File: config.mk
export PLATFORM = sky130hd
export DESIGN_NAME = lru_key_tracker_core_flat
export DESIGN_NICKNAME = d
export VERILOG_FILES = /design/src/hw/rtl/lkt_pkg.sv /design/src/hw/rtl/lkt_if.sv /design/src/hw/rtl/lru_key_tracker_core.sv /design/src/hw/rtl/lkt_cell.sv /design/src/flat_wrapper.sv
export SDC_FILE = /design/constraint.sdc
export NUM_CORES = 1
export LEC_CHECK = 0
export BUFFER_PORTS_ARGS = -buffer_cell sky130_fd_sc_hd__buf_2
export CAP_MARGIN = 20
export CORE_UTILIZATION = 41
export DETAILED_ROUTE_END_ITERATION = 16
export MAX_ROUTING_LAYER = met4
export PLACE_DENSITY_LB_ADDON = 0.3
export SLEW_MARGIN = 5
export SYNTH_ARGS = -nofsm -noshare
export SYNTH_HDL_FRONTEND = slang
export SYNTH_SLANG_ARGS = --single-unit
File: constraint.sdc
create_clock -name clk -period 13.3 [get_ports clk]
set_clock_uncertainty 0.15 [all_clocks]
set_input_delay 1.33 -clock clk [delete_from_list [all_inputs] [get_ports clk]]
set_output_delay 1.33 -clock clk [all_outputs]
set_load 0.01 [all_outputs]
File: src/hw/rtl/lkt_pkg.sv
// Shared types and constants for the LRU key tracker.
package lkt_pkg;

    localparam int KEY_W      = 32;
    localparam int CNT_W      = 5;
    localparam int MAX_ENTRIES_DEF = 16;
    localparam logic [CNT_W-1:0] CAP_RESET = 5'd16;

    typedef logic signed [KEY_W-1:0] key_t;
    typedef logic [CNT_W-1:0]        cnt_t;

    // Control broadcast from the top level to every cell.
    typedef struct packed {
        logic advance;   // a word is accepted this cycle
        logic room;      // a miss inserts without eviction
        cnt_t used;      // occupied entries before this access
    } lkt_ctl_t;

endpackage

File: src/hw/rtl/lkt_if.sv
// Valid/ready channel interfaces for the request and response words.
interface lkt_req_if;
    import lkt_pkg::*;

    logic valid;
    logic ready;
    key_t key;

    modport source (output valid, output key, input ready);
    modport sink   (input valid, input key, output ready);
endinterface

interface lkt_rsp_if;
    import lkt_pkg::*;

    logic valid;
    logic ready;
    logic hit;
    logic evicted;
    key_t evicted_key;
    cnt_t occupancy;

    modport source (output valid, output hit, output evicted, output evicted_key,
                    output occupancy, input ready);
    modport sink   (input valid, input hit, input evicted, input evicted_key,
                    input occupancy, output ready);
endinterface

File: src/hw/rtl/lru_key_tracker_core.sv
// Top level of the LRU key tracker: a chain of recency cells and a response register.
// A response is registered and appears in the cycle after its request word is accepted.
// One word per cycle while ready is high; the compare, shift and count update all close together.
// Ready drops only while a response is held and the sink is not taking it.
// Reset (rst_n low, asynchronous) empties the tracker and sets capacity to 16;
// key slots are not cleared, only the occupancy count is.
module lru_key_tracker_core #(
    parameter int MAX_ENTRIES = lkt_pkg::MAX_ENTRIES_DEF
) (
    input  logic          clk,
    input  logic          rst_n,
    input  logic          cfg_we,
    input  lkt_pkg::cnt_t cfg_wdata,
    lkt_req_if.sink       req,
    lkt_rsp_if.source     rsp
);
    import lkt_pkg::*;

    // Capacity register and occupancy count.
    cnt_t     cap_reg;
    cnt_t     used_reg;
    cnt_t     used_next;

    // Response register.
    logic     rsp_valid_reg;
    logic     hit_reg;
    logic     evicted_reg;
    key_t     evicted_key_reg;
    cnt_t     occupancy_reg;

    logic     accept;
    logic     room;
    logic     hit;
    logic     evict;
    key_t     tail_key;
    lkt_ctl_t ctl;

    // Chain wiring: stop ripples from slot 0 toward the tail.
    logic [MAX_ENTRIES:0]   stop;
    logic [MAX_ENTRIES-1:0] last;
    key_t                   keys [MAX_ENTRIES];

    // Take a new word whenever the response register is free or being drained.
    assign req.ready = ~rsp_valid_reg | rsp.ready;
    assign accept    = req.valid & req.ready;

    // Room for an insert: below capacity (zero counts as one) and below the slot count.
    assign room = (32'(used_reg) < 32'(MAX_ENTRIES)) &&
                  ((used_reg < cap_reg) || ((cap_reg == '0) && (used_reg == '0)));

    assign ctl.advance = accept;
    assign ctl.room    = room;
    assign ctl.used    = used_reg;

    assign stop[0] = 1'b0;

    genvar gi;
    generate
        for (gi = 0; gi < MAX_ENTRIES; gi++)
        begin : g_cell
            key_t up_key;
            if (gi == 0)
            begin : g_head
                // Slot 0 always loads the accessed key.
                assign up_key = req.key;
            end
            else
            begin : g_body
                assign up_key = keys[gi-1];
            end

            lkt_cell #(
                .IDX (gi)
            ) u_cell (
                .clk          (clk),
                .ctl          (ctl),
                .lookup_key   (req.key),
                .upstream_key (up_key),
                .stop_in      (stop[gi]),
                .key_q        (keys[gi]),
                .stop_out     (stop[gi+1]),
                .last         (last[gi])
            );
        end
    endgenerate

    assign hit   = stop[MAX_ENTRIES];
    assign evict = ~hit & ~room;

    // Pick the least-recent key; at most one slot flags itself as the tail, exactly one when not empty.
    always_comb
    begin
        tail_key = '0;
        for (int i = 0; i < MAX_ENTRIES; i++)
        begin
            tail_key = tail_key | (keys[i] & {KEY_W{last[i]}});
        end
    end

    // Grow only on a miss with room; hits and evictions keep the count.
    assign used_next = (~hit & room) ? used_reg + cnt_t'(1) : used_reg;

    always_ff @(posedge clk or negedge rst_n)
    begin
        if (!rst_n)
        begin
            cap_reg       <= CAP_RESET;
            used_reg      <= '0;
            rsp_valid_reg <= 1'b0;
        end
        else
        begin
            if (cfg_we)
            begin
                cap_reg <= cfg_wdata;
            end
            if (accept)
            begin
                used_reg      <= used_next;
                rsp_valid_reg <= 1'b1;
            end
            else if (rsp.ready)
            begin
                rsp_valid_reg <= 1'b0;
            end
        end
    end

    // Hold the response payload until the next accepted word replaces it.
    always_ff @(posedge clk)
    begin
        if (accept)
        begin
            hit_reg         <= hit;
            evicted_reg     <= evict;
            evicted_key_reg <= evict ? tail_key : '0;
            occupancy_reg   <= used_next;
        end
    end

    assign rsp.valid       = rsp_valid_reg;
    assign rsp.hit         = hit_reg;
    assign rsp.evicted     = evicted_reg;
    assign rsp.evicted_key = evicted_key_reg;
    assign rsp.occupancy   = occupancy_reg;

endmodule

File: src/hw/rtl/lkt_cell.sv
// One recency slot: holds a key, compares it, and takes its upstream neighbor's key on a shift.
module lkt_cell #(
    parameter int IDX = 0
) (
    input  logic             clk,
    input  lkt_pkg::lkt_ctl_t ctl,
    input  lkt_pkg::key_t    lookup_key,
    input  lkt_pkg::key_t    upstream_key,
    input  logic             stop_in,
    output lkt_pkg::key_t    key_q,
    output logic             stop_out,
    output logic             last
);
    import lkt_pkg::*;

    key_t key_reg;
    logic occ;
    logic at_end;
    logic shift;

    assign occ      = 32'(IDX) < 32'(ctl.used);
    assign at_end   = 32'(IDX) == 32'(ctl.used);
    assign last     = (32'(IDX) + 32'd1) == 32'(ctl.used);
    // Stop the shift wave below the first matching occupied slot.
    assign stop_out = stop_in | (occ & (key_reg == lookup_key));
    assign shift    = ctl.advance & ~stop_in & (occ | (at_end & ctl.room));
    assign key_q    = key_reg;

    always_ff @(posedge clk)
    begin
        if (shift)
        begin
            key_reg <= upstream_key;
        end
    end

endmodule

File: src/flat_wrapper.sv
// flat-port wrapper written by rule: the top's interface ports become plain ports
module lru_key_tracker_core_flat import lkt_pkg::*;
#(
    parameter int MAX_ENTRIES = lkt_pkg::MAX_ENTRIES_DEF
)
  (clk, rst_n, cfg_we, cfg_wdata, req_valid, req_key, req_ready, rsp_valid, rsp_hit, rsp_evicted, rsp_evicted_key, rsp_occupancy, rsp_ready);
  lkt_req_if req_i ();
  lkt_rsp_if rsp_i ();
  input  logic clk;
  input  logic rst_n;
  input  logic cfg_we;
  input  lkt_pkg::cnt_t cfg_wdata;
  input wire logic [$bits(req_i.valid)-1:0] req_valid;
  input wire logic [$bits(req_i.key)-1:0] req_key;
  output wire logic [$bits(req_i.ready)-1:0] req_ready;
  output wire logic [$bits(rsp_i.valid)-1:0] rsp_valid;
  output wire logic [$bits(rsp_i.hit)-1:0] rsp_hit;
  output wire logic [$bits(rsp_i.evicted)-1:0] rsp_evicted;
  output wire logic [$bits(rsp_i.evicted_key)-1:0] rsp_evicted_key;
  output wire logic [$bits(rsp_i.occupancy)-1:0] rsp_occupancy;
  input wire logic [$bits(rsp_i.ready)-1:0] rsp_ready;
  assign req_i.valid = req_valid;
  assign req_i.key = req_key;
  assign req_ready = req_i.ready;
  assign rsp_valid = rsp_i.valid;
  assign rsp_hit = rsp_i.hit;
  assign rsp_evicted = rsp_i.evicted;
  assign rsp_evicted_key = rsp_i.evicted_key;
  assign rsp_occupancy = rsp_i.occupancy;
  assign rsp_i.ready = rsp_ready;
  lru_key_tracker_core #(.MAX_ENTRIES(MAX_ENTRIES)) u_core (.clk(clk), .rst_n(rst_n), .cfg_we(cfg_we), .cfg_wdata(cfg_wdata), .req(req_i), .rsp(rsp_i));
endmodule
==> results of run 1 <==
-- layer usage --
metal  part of all wire  GRT usage  routed length, um  up-vias
met3               0.15      0.162              23800      463
met5                  0          -                  0        -
li1                   -          -                  -     8379
met2               0.41      0.642              66200     2378
met1               0.36      0.599              57700    11300
met4              0.086      0.341              13900        0
-- kinds of logic after synthesis --
logic type / Yosys count
buffers and inverters: 144
xor gates and xnor gates: 523
adders and majority gates: 7
muxes: 35
AOI/OAI and AO/OA: 296
and+or+nand+nor: 536
DFF: 562
-- final timing paths --
kind                                                      end  slack [ps]  cells after the start
min in group asynchronous                  u_core.used_reg[1]         440                      1
max in group asynchronous                   u_core.cap_reg[4]       12270                      1
hold reg to reg              u_core.g_cell[4].u_cell.key_q[2]         330                      0
hold / removal               u_core.g_cell[4].u_cell.key_q[2]         330                      0
setup / recovery           u_core.g_cell[12].u_cell.key_q[14]        7370                     10
setup reg to reg           u_core.g_cell[12].u_cell.key_q[14]        7900                     11
-- cell usage in the layout (no fill, tap or decap), types with 9 or more instances in the layout --
master	Yosys	layout
clkbuf_16	0	68
edfxtp_1	551	551
o21ai_0	42	42
nand2_1	130	130
xnor2_1	227	225
a21oi_1	39	33
nand4_1	98	98
diode_2	0	19
clkbuf_1	59	9
xor2_1	296	296
buf_4	27	63
mux2i_1	32	32
a221oi_1	32	32
or4_1	15	15
nand3_1	32	32
a22o_1	35	35
nor4b_1	10	10
a22oi_1	10	10
nor4_1	121	118
nor2_1	42	34
clkinv_2	0	15
buf_2	38	85
a31oi_1	33	33
a222oi_1	83	83
and3_1	15	15
nor3_1	21	16
-- stage by stage --
| step | area, um^2 | instances |
|---|---|---|
| detailed placement | 29400 | 2990 |
| global route | 31600 | 3128 |
| floorplan | 27900 | 2103 |
| finish | 31600 | 3129 |
| CTS | 31600 | 3109 |
| global placement | 29400 | 2986 |
-- worst max-delay path, stage by stage --
cell,delay (ps)
buf_2,480
xor2_1,980
nor4_1,140
nand4_1,260
nor3_1,170
nand2b_1,330
nor3_2,550
nand3_1,370
a21oi_4,850
buf_4,510
-- power groups by stage --
stage | combinational [uW] | clock [uW] | sequential, uW
after floorplan | 251 | 0 | 2170
after global placement | 616 | 0 | 2200
after detailed placement | 608 | 0 | 2200
after CTS | 610 | 1870 | 2170
after global routing | 624 | 1930 | 2180
final | 645 | 1870 | 2180
-- layout make-up --
class / instances / area (um^2) / share of cell area
Clock inverter: 41 / 407 / 0.0129
Inverter: 9 / 33.8 / 0.00107
Clock buffer: 78 / 1750 / 0.0553
Antenna cell: 19 / 47.5 / 0.00150
Multi-Input combinational cell: 1397 / 10600 / 0.334
Timing Repair Buffer: 150 / 915 / 0.0289
Tap cell: 873 / 1090 / 0.0345
Sequential cell: 562 / 16800 / 0.532
==> out/metrics.yaml, run 1 <==
power_and_ir_drop:
  p_int_uw: 3270
  finalPower_uw: 4700
  power_frac_seq: 0.464
  ir_worst_vdd_mv: 0.105
  p_sw_uw: 1430
  p_clk_frac: 0.399
  power.density_nw_per_um2: 148
  switching_share: 0.304
  leakagePower_uw: 0.0102
  combPwrFrac: 0.137
synthesis:
  yosysTopAreaCell: "edfxtp_1"
  synth_most_common_cell: "edfxtp_1"
  syn_avg_cell_area_um2: 13.3
  synthAdderAreaFrac: 0.00314
  syn_area_um2: 27900
  ys_seq_area_frac: 0.604
  ys_ff_latch: 562
  synthDistinctLibCells: 60
  muxShareOfSynthArea: 0.0127
  synth_warnings: 0
  synth-simple-area-share: 0.107
  postSynthCellCount: 2103
  synth_commonest_cells: "edfxtp_1, xor2_1, xnor2_1, nand2_1, nor4_1"
  synth-edff-count: 551
  synth_top_area_frac: 0.594
  synth_fp_nets: 2152
  synth_compound_area_frac: 0.0820
  synth.area.top_cells: "edfxtp_1, xor2_1, xnor2_1"
  async_flop_share: 0.0196
  synth_top_family_by_area: "XOR/XNOR gates"
  ys.flop_type: "edfxtp_1"
  synth_xor_xnor_area_share: 0.164
timing:
  setup_slack_ps: 7370
  finalCritPeriodShare: 0.446
  max_freq_ghz: 0.169
  finalCriticalPeriod_ps: 5930
  worstMarginPinSlew_ps: 1270
  final-hold-violation-count: 0
  setup_viol: 0
  grt_setup_unrepaired: "false"
  finalSetupTns_ps: 0
  drv_slew: 0
  whs_ps: 333
  maxSlewHeadroom: 0.146
grt:
  grt_pass1_wl_mm: 209
  grt_pass1_vias: 20700
  overflow: 0
  grt.total_usage: 0.478
  antenna_found_initial: 17
  grt_max_degree: 47
run:
  drv_cap: 0
finish:
  num-fill-cells: 5988
  utilization: 0.471
  syn_to_final_growth_pct: 13.5
  largest_register_ffs: 512
  nets: 2236
  drive_gt1_frac: 0.134
placement:
  place_hpwl_mm: 119
  pre_cts_ws_ps: 6970
  place_congestion: 1.15
  port_buffers: 82
route:
  wl_per_cell_um: 51.6
  dr.first_iter.drc_count: 5065
  drc: 0
  ant_nets: 0
  drt_pre_antenna_iters: 9
  finalWirelength_mm: 162
  dr_total_vias: 22500
  drt-vias-per-instance: 7.21
clock_network:
  cts_repair_resize_count: 0
  cts.sinks: 562
  clk_pin_slew_ps: 60
  htreeDepth: 3
  cts_tree: "built"
  postCtsSetupBuffers: 0
  cts_inserted_buffers: 67
  clockRootBuffer: "clkbuf_16"
  cts_buffer_depth: 3
  clk_latency_ps: 640
  cts_hold_buf: 0
critical_path:
  r2r-start: "u_core.used_reg[3]"
  crit_fanout: 17
  critPathLaunch: "req_key[6]"
  worstPathRequired_ps: 13410
  worstPathArrival_ps: 6040
  critPathKind: "in2reg"
  cp-start-kind: "input pin"
  worst_setup_path_end_kind: "register"
worst_hold_path:
  hp-class: "reg2reg"
  min-delay-start: "u_core.g_cell[3].u_cell.key_q[2]"
floorplan:
  die_h_um: 263
  pin_count: 83
  initial_utilization: 0.415
  core_area_um2: 67200
  die_width_um: 263
  die_area_um2: 69000
  row_count: 95
status:
  outcome: "finished, final reports clean"
No activity file was read; power rests on OpenSTA's default activity.
==> run 2: changes to the inputs <==
==> constraint.sdc (replaced) <==
create_clock -name clk -period 5 [get_ports clk]
set_clock_uncertainty 0.15 [all_clocks]
set_input_delay 0.5 -clock clk [delete_from_list [all_inputs] [get_ports clk]]
set_output_delay 0.5 -clock clk [all_outputs]
set_load 0.01 [all_outputs]
==> run 2 against run 1 <==
- worst hold slack got worse by 310 ps
- global-route usage grew 0.081 points
- wire length increased by 0.56%
- highest routed layer unchanged
- critical path type is now reg2reg
- register-to-register slack got worse by 7100 ps
- cell count grew 4.3%
- total power increased to 2.6 times the previous value
- setup slack got worse by 6600 ps
- via count rose by 2.1%
- critical path depth rose by 1
==> out/metrics.yaml, run 2 (synthesis gave the netlist of run 1 again) <==
worst_hold_path:
  hp-class: "in2reg"
placement:
  place_hpwl_mm: 126  # +5.6%
  port_buffers: 82  # unchanged
  dpl_cell_area_um2: 30800  # +4.7%
  place_congestion: 1.16  # +1.1%
finish:
  nets: 2376  # +6.3%
  final_cell_mix: "edfxtp_1, xor2_1, xnor2_1"
  num-fill-cells: 5910  # -1.3%
  drive_gt1_frac: 0.176  # +0.0419
  syn_to_final_growth_pct: 18.0
  largest_register_ffs: 512  # unchanged
  final_common_cell: "edfxtp_1"
  final_area_um2: 32900  # +4.0%
power_and_ir_drop:
  leakagePower_uw: 0.0109  # +6.8%
  ir_worst_vdd_mv: 0.299  # +180%
  power.density_nw_per_um2: 372  # +150%
  finalPower_uw: 12200  # +160%
grt:
  overflow: 0  # unchanged
  grt_max_degree: 42  # -11%
  grt.total_usage: 0.479  # +0.000813
  grt_pass1_wl_mm: 211  # +0.95%
  antenna_found_initial: 14  # -3
  grt_pass1_vias: 21400  # +3.5%
critical_path:
  worst_path_most_repeated_cell: "buf_4"
  crit_chain: "nor3_2 -> nor4_1 -> nand2_1 -> nor4bb_1 -> buf_4 -> a2111oi_0 -> buf_4 -> and4_1 -> nand2b_2 -> buf_4 -> a31oi_1"
  cpPeakStageDelay_ps: 930  # -50 ps
  worstPathRequired_ps: 5320  # -8090 ps
  crit_path_top_delay_cell: "nor3_2"
  worstPathArrival_ps: 4540  # -1500 ps
  critPathKind: "reg2reg"
  crit_family: "simple AND/OR/NAND/NOR gates"
  cp_num_buf_inv: 3  # +1
  cp-start-kind: "register"
  worst_setup_path_end_kind: "register"
  crit_fanout: 16  # -1
clock_network:
  clk_latency_ps: 670  # +30 ps
  cts_inserted_buffers: 61  # -9.0%
  clk_pin_slew_ps: 60  # about the same
  cts.sinks: 562  # unchanged
  cts_buffer_depth: 3  # unchanged
  cts_hold_buf: 11  # +11
  clockRootBuffer: "clkbuf_16"
  cts_tree: "built"
  htreeDepth: 2  # -1
  postCtsSetupBuffers: 0  # unchanged
  cts_repair_resize_count: 0  # unchanged
route:
  finalWirelength_mm: 162  # +0.56%
  drc: 0  # unchanged
  wl_per_cell_um: 49.8  # -3.6%
  drt_pre_antenna_iters: 7  # -2
  ant_nets: 0  # unchanged
  drt-vias-per-instance: 7.05  # -2.2%
  dr_total_vias: 23000  # +2.1%
  dr.first_iter.drc_count: 5124  # +1.2%
timing:
  max_freq_ghz: 0.237
  final-hold-violation-count: 0  # unchanged
  worstMarginPinSlew_ps: 1260  # -11.1 ps
  maxSlewHeadroom: 0.153  # +0.00746
  drv_slew: 0  # unchanged
  finalCritPeriodShare: 0.844
  finalCriticalPeriod_ps: 4220
  grt_setup_unrepaired: "false"
  whs_ps: 21.2  # -312 ps
  setup_viol: 0  # unchanged
floorplan:
  die_area_um2: 69000  # unchanged
  die_width_um: 263  # unchanged
  die_h_um: 263  # unchanged
  row_count: 95  # unchanged
  pin_count: 83  # unchanged
  core_area_um2: 67200  # unchanged
  initial_utilization: 0.415  # unchanged
run:
  drv_cap: 0  # unchanged
status:
  outcome: "finished, final reports clean"
## run 2: cell types whose count changed in the layout (fill, tap and decap cells not counted), sizes merged
cell,change
buf,+136
dlygate4sd3,+11
clkbuf,-7
inv,-4
diode,-3
clkinv,+2
bufinv,-1
clkinvlp,+1
## run 2: per-layer routing
metal / up-vias / share of wire / track usage
met5: - / 0 / -
met4: 0 / 0.083 / 0.314
met3: 481 / 0.14 / 0.161
met2: 2357 / 0.42 / 0.669
met1: 11500 / 0.36 / 0.589
li1: 8651 / - / -
## run 2: final cells by class
cell class	instances	area, um^2	share of cell area
diodes	16	40.0	0.00122
flip-flops and latches	562	16800	0.512
repair buffers	296	2390	0.0728
clock inverters	39	349	0.0106
inverters	9	33.8	0.00103
well taps	873	1090	0.0332
multi-input cells	1397	10600	0.321
clock buffers	72	1590	0.0483
## run 2: where the power goes
part	switching, uW	internal (uW)	total (uW)	leakage [uW]
clock network	2050	2520	4580	0.000947
logic	1360	480	1840	0.00455
registers	306	5500	5810	0.00538
## run 2: through the flow
stage                util  instances  TNS, ps  worst slack [ps]
floorplan               -       2103     -380             -5.95
global placement    0.459       3125        0               649
detailed placement  0.459       3125        0               674
CTS                 0.489       3247        0               987
global route        0.490       3261        0               802
finish              0.490       3264        0               781
## run 2: path summary, 6_finish.rpt
check / startpoint / endpoint / slack [ps] / cells after the start
worst max-delay path: u_core.used_reg[4] / u_core.rsp.evicted_key[1] / 780 / 11
worst min-delay path: cfg_we / u_core.cap_reg[3] / 20 / 2
worst max register to register: u_core.used_reg[4] / u_core.rsp.evicted_key[1] / 780 / 11
worst min register to register: u_core.g_cell[8].u_cell.key_q[29] / u_core.g_cell[9].u_cell.key_q[29] / 350 / 0
max in group asynchronous: rst_n / u_core.cap_reg[4] / 4330 / 2
min in group asynchronous: rst_n / u_core.cap_reg[3] / 110 / 2
